<file path="src/rtl/itrt_pkg.sv">
// itrt_pkg: request types, character constants and controller/datapath links
// for the integer to radix text converter. No dependencies.

package itrt_pkg;

  localparam int unsigned RadixW        = 6;
  localparam int unsigned ValueInW      = 32;

  // input request: one integer to convert
  typedef struct packed {
    logic signed [ValueInW-1:0] value;
    logic [RadixW-1:0]          radix;
    logic                       upper_letters;
  } in_req_t;

  // output request: one character of the text
  typedef struct packed {
    logic [6:0] text_char;
    logic       last_char;
  } out_req_t;

  localparam logic [RadixW-1:0] RadixMin      = 6'd2;
  localparam logic [RadixW-1:0] RadixMax      = 6'd36;
  localparam logic [RadixW-1:0] RadixFallback = 6'd10;

  // quotient bits produced per divider cycle
  localparam int unsigned BitsPerStep = 4;

  localparam logic [6:0] CharZero   = 7'h30;
  localparam logic [6:0] CharUpperA = 7'h41;
  localparam logic [6:0] CharLowerA = 7'h61;
  localparam logic [6:0] CharMinus  = 7'h2D;
  localparam logic [RadixW-1:0] DecDigits = 6'd10;

  // controller to datapath commands
  typedef struct packed {
    logic load;
    logic div_step;
    logic push;
    logic emit_sign;
    logic rd_issue;
    logic emit_digit;
  } cmd_t;

  // datapath to controller status
  typedef struct packed {
    logic step_last;
    logic quot_zero;
    logic negative;
    logic stack_last;
    logic out_free;
  } stat_t;

  function automatic logic [6:0] digit_to_char(logic [RadixW-1:0] d, logic upper);
    logic [6:0] base;
    base = upper ? CharUpperA : CharLowerA;
    if (d < DecDigits) begin
      return CharZero + {1'b0, d};
    end
    return base + {1'b0, d - DecDigits};
  endfunction

endpackage

</file>
<file path="src/rtl/itrt_ctrl.sv">
// itrt_ctrl: sequencer of the converter; drives the datapath by commands
// and follows its status. Depends on itrt_pkg.

module itrt_ctrl import itrt_pkg::*; (
  input  logic  clk_i,
  input  logic  rst_ni,
  input  logic  in_valid_i,
  output logic  in_ready_o,
  input  stat_t stat_i,
  output cmd_t  cmd_o
);

  typedef enum logic [2:0] {
    StIdle,
    StDiv,
    StPush,
    StSign,
    StRead,
    StLoad
  } state_e;

  state_e state_q, state_d;

  assign in_ready_o = (state_q == StIdle);

  always_comb begin
    state_d = state_q;
    cmd_o   = '0;
    unique case (state_q)
      StIdle: begin
        if (in_valid_i) begin
          cmd_o.load = 1'b1;
          state_d    = StDiv;
        end
      end
      StDiv: begin
        cmd_o.div_step = 1'b1;
        if (stat_i.step_last) begin
          state_d = StPush;
        end
      end
      StPush: begin
        cmd_o.push = 1'b1;
        if (stat_i.quot_zero) begin
          state_d = stat_i.negative ? StSign : StRead;
        end else begin
          state_d = StDiv;
        end
      end
      StSign: begin
        if (stat_i.out_free) begin
          cmd_o.emit_sign = 1'b1;
          state_d         = StRead;
        end
      end
      StRead: begin
        cmd_o.rd_issue = 1'b1;
        state_d        = StLoad;
      end
      StLoad: begin
        if (stat_i.out_free) begin
          cmd_o.emit_digit = 1'b1;
          state_d          = stat_i.stack_last ? StIdle : StRead;
        end
      end
      default: state_d = StIdle;
    endcase
  end

  always_ff @(posedge clk_i or negedge rst_ni) begin
    if (!rst_ni) begin
      state_q <= StIdle;
    end else begin
      state_q <= state_d;
    end
  end

endmodule

</file>
<file path="src/rtl/itrt_dp.sv">
// itrt_dp: datapath of the converter: magnitude, radix divider, digit stack
// and output register. Depends on itrt_pkg.

module itrt_dp import itrt_pkg::*; #(
  parameter int unsigned VALUE_WIDTH = 32
) (
  input  logic     clk_i,
  input  logic     rst_ni,
  input  in_req_t  in_data_i,
  input  cmd_t     cmd_i,
  output stat_t    stat_o,
  output out_req_t out_data_o,
  output logic     out_valid_o,
  input  logic     out_ready_i
);

  // magnitude padded to a whole number of divider steps
  localparam int unsigned NumSteps = (VALUE_WIDTH + BitsPerStep - 1) / BitsPerStep;
  localparam int unsigned PadW     = NumSteps * BitsPerStep;
  localparam int unsigned StepW    = $clog2(NumSteps);
  localparam int unsigned AddrW    = $clog2(VALUE_WIDTH);
  localparam int unsigned PtrW     = $clog2(VALUE_WIDTH + 1);

  logic [PadW-1:0]   mag_q, mag_d;
  logic [RadixW-1:0] rem_q, rem_d;
  logic [RadixW-1:0] radix_q;
  logic              upper_q;
  logic              neg_q;
  logic [StepW-1:0]  step_q;
  logic [PtrW-1:0]   ptr_q;
  logic [RadixW-1:0] rd_q;
  logic [RadixW-1:0] stack_mem [VALUE_WIDTH];
  out_req_t          out_q;
  logic              out_valid_q;

  logic [VALUE_WIDTH-1:0] raw;
  logic                   raw_neg;
  logic [VALUE_WIDTH-1:0] raw_mag;
  logic [RadixW-1:0]      radix_eff;
  logic [PtrW-1:0]        ptr_m1;

  assign raw       = VALUE_WIDTH'(unsigned'(in_data_i.value));
  assign raw_neg   = raw[VALUE_WIDTH-1];
  assign raw_mag   = raw_neg ? (~raw + 1'b1) : raw;
  assign radix_eff = (in_data_i.radix < RadixMin || in_data_i.radix > RadixMax) ?
                     RadixFallback : in_data_i.radix;
  assign ptr_m1    = ptr_q - 1'b1;

  // restoring division, BitsPerStep quotient bits per div_step
  always_comb begin
    logic [RadixW:0]   t;
    logic [RadixW-1:0] r;
    logic [PadW-1:0]   m;
    r = rem_q;
    m = mag_q;
    for (int k = 0; k < BitsPerStep; k++) begin
      t = {r, m[PadW-1]};
      m = {m[PadW-2:0], 1'b0};
      if (t >= {1'b0, radix_q}) begin
        t    = t - {1'b0, radix_q};
        m[0] = 1'b1;
      end
      r = t[RadixW-1:0];
    end
    mag_d = m;
    rem_d = r;
  end

  always_ff @(posedge clk_i or negedge rst_ni) begin
    if (!rst_ni) begin
      step_q      <= '0;
      ptr_q       <= '0;
      out_valid_q <= 1'b0;
    end else begin
      if (cmd_i.load) begin
        step_q <= '0;
        ptr_q  <= '0;
      end else if (cmd_i.div_step) begin
        step_q <= step_q + 1'b1;
      end else if (cmd_i.push) begin
        step_q <= '0;
        ptr_q  <= ptr_q + 1'b1;
      end else if (cmd_i.emit_digit) begin
        ptr_q <= ptr_m1;
      end
      if (cmd_i.emit_sign || cmd_i.emit_digit) begin
        out_valid_q <= 1'b1;
      end else if (out_ready_i) begin
        out_valid_q <= 1'b0;
      end
    end
  end

  always_ff @(posedge clk_i) begin
    if (cmd_i.load) begin
      mag_q   <= PadW'(raw_mag);
      rem_q   <= '0;
      radix_q <= radix_eff;
      upper_q <= in_data_i.upper_letters;
      neg_q   <= raw_neg;
    end else if (cmd_i.div_step) begin
      mag_q <= mag_d;
      rem_q <= rem_d;
    end else if (cmd_i.push) begin
      rem_q <= '0;
    end
    if (cmd_i.emit_sign) begin
      out_q.text_char <= CharMinus;
      out_q.last_char <= 1'b0;
    end else if (cmd_i.emit_digit) begin
      out_q.text_char <= digit_to_char(rd_q, upper_q);
      out_q.last_char <= (ptr_q == PtrW'(1));
    end
  end

  // digit stack, least significant pushed first
  always_ff @(posedge clk_i) begin
    if (cmd_i.push) begin
      stack_mem[ptr_q[AddrW-1:0]] <= rem_q;
    end
    if (cmd_i.rd_issue) begin
      rd_q <= stack_mem[ptr_m1[AddrW-1:0]];
    end
  end

  assign stat_o.step_last  = (step_q == StepW'(NumSteps - 1));
  assign stat_o.quot_zero  = (mag_q == '0);
  assign stat_o.negative   = neg_q;
  assign stat_o.stack_last = (ptr_q == PtrW'(1));
  assign stat_o.out_free   = !out_valid_q || out_ready_i;

  assign out_data_o  = out_q;
  assign out_valid_o = out_valid_q;

endmodule

</file>
<file path="src/rtl/integer_to_radix_text.sv">
// integer_to_radix_text: top level of the signed integer to ASCII converter.
// Depends on itrt_pkg, itrt_ctrl and itrt_dp.
//
// An input request (value, radix, upper_letters) is taken on in_valid_i and
// in_ready_o. Each character of the text leaves as one output request on
// out_valid_o and out_ready_i: '-' first for a negative value, then the
// digits most significant first; last_char marks the final one.
// A radix outside 2..36 converts in base 10.
// Each digit is computed by repeated steps of the shared radix divider,
// which yields four quotient bits a cycle while it steps; each character then
// passes through the digit stack memory and its registered read port.
// One request is converted at a time; in_ready_o returns high once the last
// character is in the output register, so the next request can be taken
// while that character still waits to be taken.
// A stalled receiver holds the output register and stops the character
// sequence; no character is dropped. Reset empties the output register and
// returns the sequencer to idle; no clearing pass is needed.

module integer_to_radix_text import itrt_pkg::*; #(
  parameter int unsigned VALUE_WIDTH = 32
) (
  input  logic     clk_i,
  input  logic     rst_ni,
  input  logic     in_valid_i,
  output logic     in_ready_o,
  input  in_req_t  in_data_i,
  output logic     out_valid_o,
  input  logic     out_ready_i,
  output out_req_t out_data_o
);

  cmd_t  cmd;
  stat_t stat;

  itrt_ctrl u_ctrl (
    .clk_i      (clk_i),
    .rst_ni     (rst_ni),
    .in_valid_i (in_valid_i),
    .in_ready_o (in_ready_o),
    .stat_i     (stat),
    .cmd_o      (cmd)
  );

  itrt_dp #(
    .VALUE_WIDTH (VALUE_WIDTH)
  ) u_dp (
    .clk_i       (clk_i),
    .rst_ni      (rst_ni),
    .in_data_i   (in_data_i),
    .cmd_i       (cmd),
    .stat_o      (stat),
    .out_data_o  (out_data_o),
    .out_valid_o (out_valid_o),
    .out_ready_i (out_ready_i)
  );

  // a taken request blocks the input until its text is done
  assert property (@(posedge clk_i) disable iff (!rst_ni)
    in_valid_i && in_ready_o |=> !in_ready_o)
    else $error("input still ready after a request was taken");

  // a character is only written into a free output register
  assert property (@(posedge clk_i) disable iff (!rst_ni)
    cmd.emit_sign || cmd.emit_digit |-> stat.out_free)
    else $error("output register overwritten");

  // input reopens only right after the final digit was issued
  assert property (@(posedge clk_i) disable iff (!rst_ni)
    $rose(in_ready_o) |-> $past(cmd.emit_digit) && $past(stat.stack_last))
    else $error("input reopened before the text was complete");

endmodule

</file>
<file path="config.mk">
export PLATFORM = sky130hd
export DESIGN_NAME = integer_to_radix_text
export DESIGN_NICKNAME = d
export VERILOG_FILES = /design/src/rtl/itrt_pkg.sv /design/src/rtl/itrt_ctrl.sv /design/src/rtl/itrt_dp.sv /design/src/rtl/integer_to_radix_text.sv
export SDC_FILE = /design/constraint.sdc
export NUM_CORES = 1
export LEC_CHECK = 0
export ABC_AREA = 1
export BUFFER_PORTS_ARGS = -buffer_cell sky130_fd_sc_hd__clkbuf_2
export CAP_MARGIN = 40
export CORE_UTILIZATION = 50
export DETAILED_ROUTE_END_ITERATION = 8
export PLACE_DENSITY = 0.77
export SYNTH_ARGS = -nofsm -noshare
export SYNTH_HDL_FRONTEND = slang
export SYNTH_SLANG_ARGS = --single-unit
export TNS_END_PERCENT = 5
</file>
<file path="constraint.sdc">
create_clock -name clk_i -period 11.75 [get_ports clk_i]
set_input_delay 2.35 -clock clk_i [delete_from_list [all_inputs] [get_ports clk_i]]
set_output_delay 2.35 -clock clk_i [all_outputs]
set_load 0.01 [all_outputs]
</file>
==> flow_metrics.tcl <==
set metrics [dict create \
    crit_path_frequent_cell "nand2_1" \
    grt_pass1_vias 9253 \
    synth-compound-area-share_pct 12.18 \
    synth_fp_nets 1355 \
    ant_nets 0 \
    viasPerCell 5.709 \
    synthArstFlopShare_pct 4.906 \
    first_pass_iters 6 \
    synth_simple_gate_area_share_pct 15.67 \
    hold_start "u_dp.out_data_o[3]$_SDFFE_PP1P_" \
    fin_setup_tns_ns 0 \
    startpoint_type "register" \
    reg2reg_setup_slack_ns 4.92 \
    yosysSeqAreaShare_pct 58.95 \
    finClkSkew_ns 0.01662 \
    coreArea_sq_um 25470 \
    first_iter_violations 910 \
    hold_violations 0 \
    port_buffers 52 \
    initial_core_util_pct 51.63 \
    r2r-start "u_dp.rem_q[0]$_SDFFE_PP0P_" \
    crit_path_max_fanout 20 \
    run_status "complete, no violations" \
    use_met1_pct 30.05 \
    nets 1399 \
    place_congestion 0.9409 \
    cp.arrival_ns 7.27 \
    yosysWarningCount 0 \
    max_slew_margin_pct 45.01 \
    tightest_slew_ns 0.8241 \
    final-max-slew-violation-count 0 \
    avgSynthCellArea_sq_um 10.35 \
    cp.required_ns 12.18 \
    grt_setup_unrepaired "false" \
    fin_crit_ns 6.832 \
    root_buffer "clkbuf_16" \
    synth_top_area_share_pct 54.34 \
    netlist_top_cells_area "edfxtp_1, nor2_1, nand2_1" \
    max_cap_viol_count 0 \
    grtUsageMet3_pct 2.904 \
    grt_max_degree 73 \
    ys_types 51 \
    drc 0 \
    ctsResizeCount 0 \
    syn_area_sq_um 13150 \
    h-tree-depth 1 \
    fmax_ghz 0.1464 \
    dr_total_vias 9506 \
    grt-busiest-layer "met2" \
    grt_pass1_wl_microns 47760 \
    wl_microns 29420 \
    r2r_end "u_dp.rem_q[2]$_SDFFE_PP0P_" \
    criticalPathCategory "reg2reg" \
    synth_top_family_by_area "simple AND/OR/NAND/NOR gates" \
    holdPathStages 2 \
    syn_to_final_growth_pct 11.28 \
    min_path_type "reg2reg" \
    min_to "u_dp.out_data_o[3]$_SDFFE_PP1P_" \
    synthAdderAreaFrac_pct 4.129 \
    rows 58 \
    numCtsBuffers 27 \
    insertion_delay_ns 0.55 \
    clkTransAtPathRegs_ns 0.06 \
    antenna_found_initial 0 \
    endpoint_kind "register" \
    routedWlPerCell_microns 17.67 \
    cts_tree "built" \
    clk_path_buf_depth 3 \
    finalSetupViolations 0 \
    synthXorXnorAreaFrac_pct 2.797 \
    r2r_cells 43 \
    layout_commonest_cell "edfxtp_1" \
    gr-usage-met2_pct 38.72 \
    die_h_microns 164.2 \
    ctsHoldBuffers 0 \
    gr-total-overflow 0 \
    synth_area_leader_cell "edfxtp_1" \
    hold_ws_ns 0.4648 \
    cp_slowest_cell "dfxtp_1" \
    critical_path.max_stage_delay_ns 0.68 \
    drive_above_1_share_pct 10.11 \
    mostFrequentLayoutCells "edfxtp_1, nor2_1, nand2_1, o21ai_0, inv_1" \
    ys_seq_elements 265 \
    cts.sinks 265 \
    syn_inst 1271 \
    hpwl_microns 19650 \
    layout_worst_path_cycle_share_pct 58.14 \
    design.die.area_sq_um 26960 \
    yosys-mux-area-fraction_pct 1.446 \
    postCtsSetupRepairBufs 0 \
    synth_edf_count 238 \
    ios 53 \
    synth_ff_type "edfxtp_1" \
    track_usage_pct 22.58 \
    die-width_microns 164.2 \
    diodes 0 \
]
[cell usage after synthesis (2+ instances only)]
cell,n
edfxtp_1,238
nor2_1,209
nand2_1,173
o21ai_0,122
inv_1,109
nand3_1,40
clkbuf_1,37
ha_1,37
a21oi_1,31
o32ai_1,29
xor2_1,25
o211ai_1,20
mux2i_1,19
o221ai_1,19
xnor2_1,17
a31oi_1,14
dfxtp_1,14
dfrtp_1,13
nand4_1,11
nor4_1,11
buf_1,8
nor3_1,8
buf_2,6
nand3b_1,6
nand2_2,5
fa_1,4
nand3_2,4
o21ai_1,4
o22ai_1,4
nor2_2,3
o21bai_1,3
or2_2,3
a22o_1,2
inv_2,2
nand2_4,2
nand3_4,2
nor3_2,2
o31ai_1,2
[worst max-delay path, delay by kind of cell, from the launching register on]
family,cells,cell delay (ns)
adders and majority gates,4,1.28
AOI/OAI and AO/OA,9,1.79
buffers and inverters,6,0.59
and+or+nand+nor,24,2.35
DFF,1,0.68
[per-layer routing]
layer / part of all wire [%] / wire [microns] / vias up
li1: - / - / 4592
met1: 43 / 12550 / 4509
met2: 49 / 14400 / 354
met3: 6.0 / 1771 / 51
met4: 2.4 / 699 / 0
met5: 0 / 0 / -
[cell type report]
class	instances	area, sq um
tap	330	412.9
sequential	265	7754
clock inverter	13	152.6
multi-input combinational	842	4773
timing repair buffer	67	387.9
clock buffer	36	729.5
fill	2108	10840
inverter	112	425.4
[registers in the layout (all words and copies together), names as in the netlist]
name	flops
u_dp.stack_mem	192
u_dp.mag_q	32
u_dp.out_data_o	8
u_dp.ptr_q	6
u_dp.radix_q	6
u_dp.rd_q	6
u_dp.rem_q	6
u_ctrl.state_q	3
u_dp.step_q	3
u_dp.neg_q	1
u_dp.out_valid_o	1
u_dp.upper_q	1
[through the flow]
step / utilization [%] / instance area [sq um] / instances / setup slack, ns
finish: 57.46 / 14640 / 1665 / 4.918
floorplan: - / 13150 / 1271 / 5.819
global placement: 53.88 / 13720 / 1614 / 5.022
detailed placement: 53.99 / 13750 / 1616 / 5.079
CTS: 57.46 / 14640 / 1665 / 5.052
global route: 57.46 / 14640 / 1665 / 4.327
[logic make-up after synthesis]
| kind of cell | Yosys count |
|---|---|
| DFF | 265 |
| and+or+nand+nor | 481 |
| buffers and inverters | 164 |
| muxes | 19 |
| adders and majority gates | 41 |
| xor gates and xnor gates | 42 |
| AOI/OAI and AO/OA | 259 |
[worst max path at each step]
stage                                     from                    endpoint  slack, ns  cells past startpoint
detailed placement  u_dp.rem_q[0]$_SDFFE_PP0P_     u_dp.mag_q[0]$_DFFE_PP_       5.08                     42
finish              u_dp.rem_q[0]$_SDFFE_PP0P_  u_dp.rem_q[2]$_SDFFE_PP0P_       4.92                     43
floorplan           u_dp.rem_q[3]$_SDFFE_PP0P_     u_dp.mag_q[0]$_DFFE_PP_       5.82                     40
global placement    u_dp.rem_q[0]$_SDFFE_PP0P_     u_dp.mag_q[0]$_DFFE_PP_       5.02                     41
CTS                 u_dp.rem_q[0]$_SDFFE_PP0P_  u_dp.rem_q[2]$_SDFFE_PP0P_       5.05                     43
global route        u_dp.rem_q[0]$_SDFFE_PP0P_  u_dp.rem_q[2]$_SDFFE_PP0P_       4.33                     40
Power is left out: the tool's default activity adds up to more than one toggle a clock period on the data nets, which glitch-free logic cannot reach.
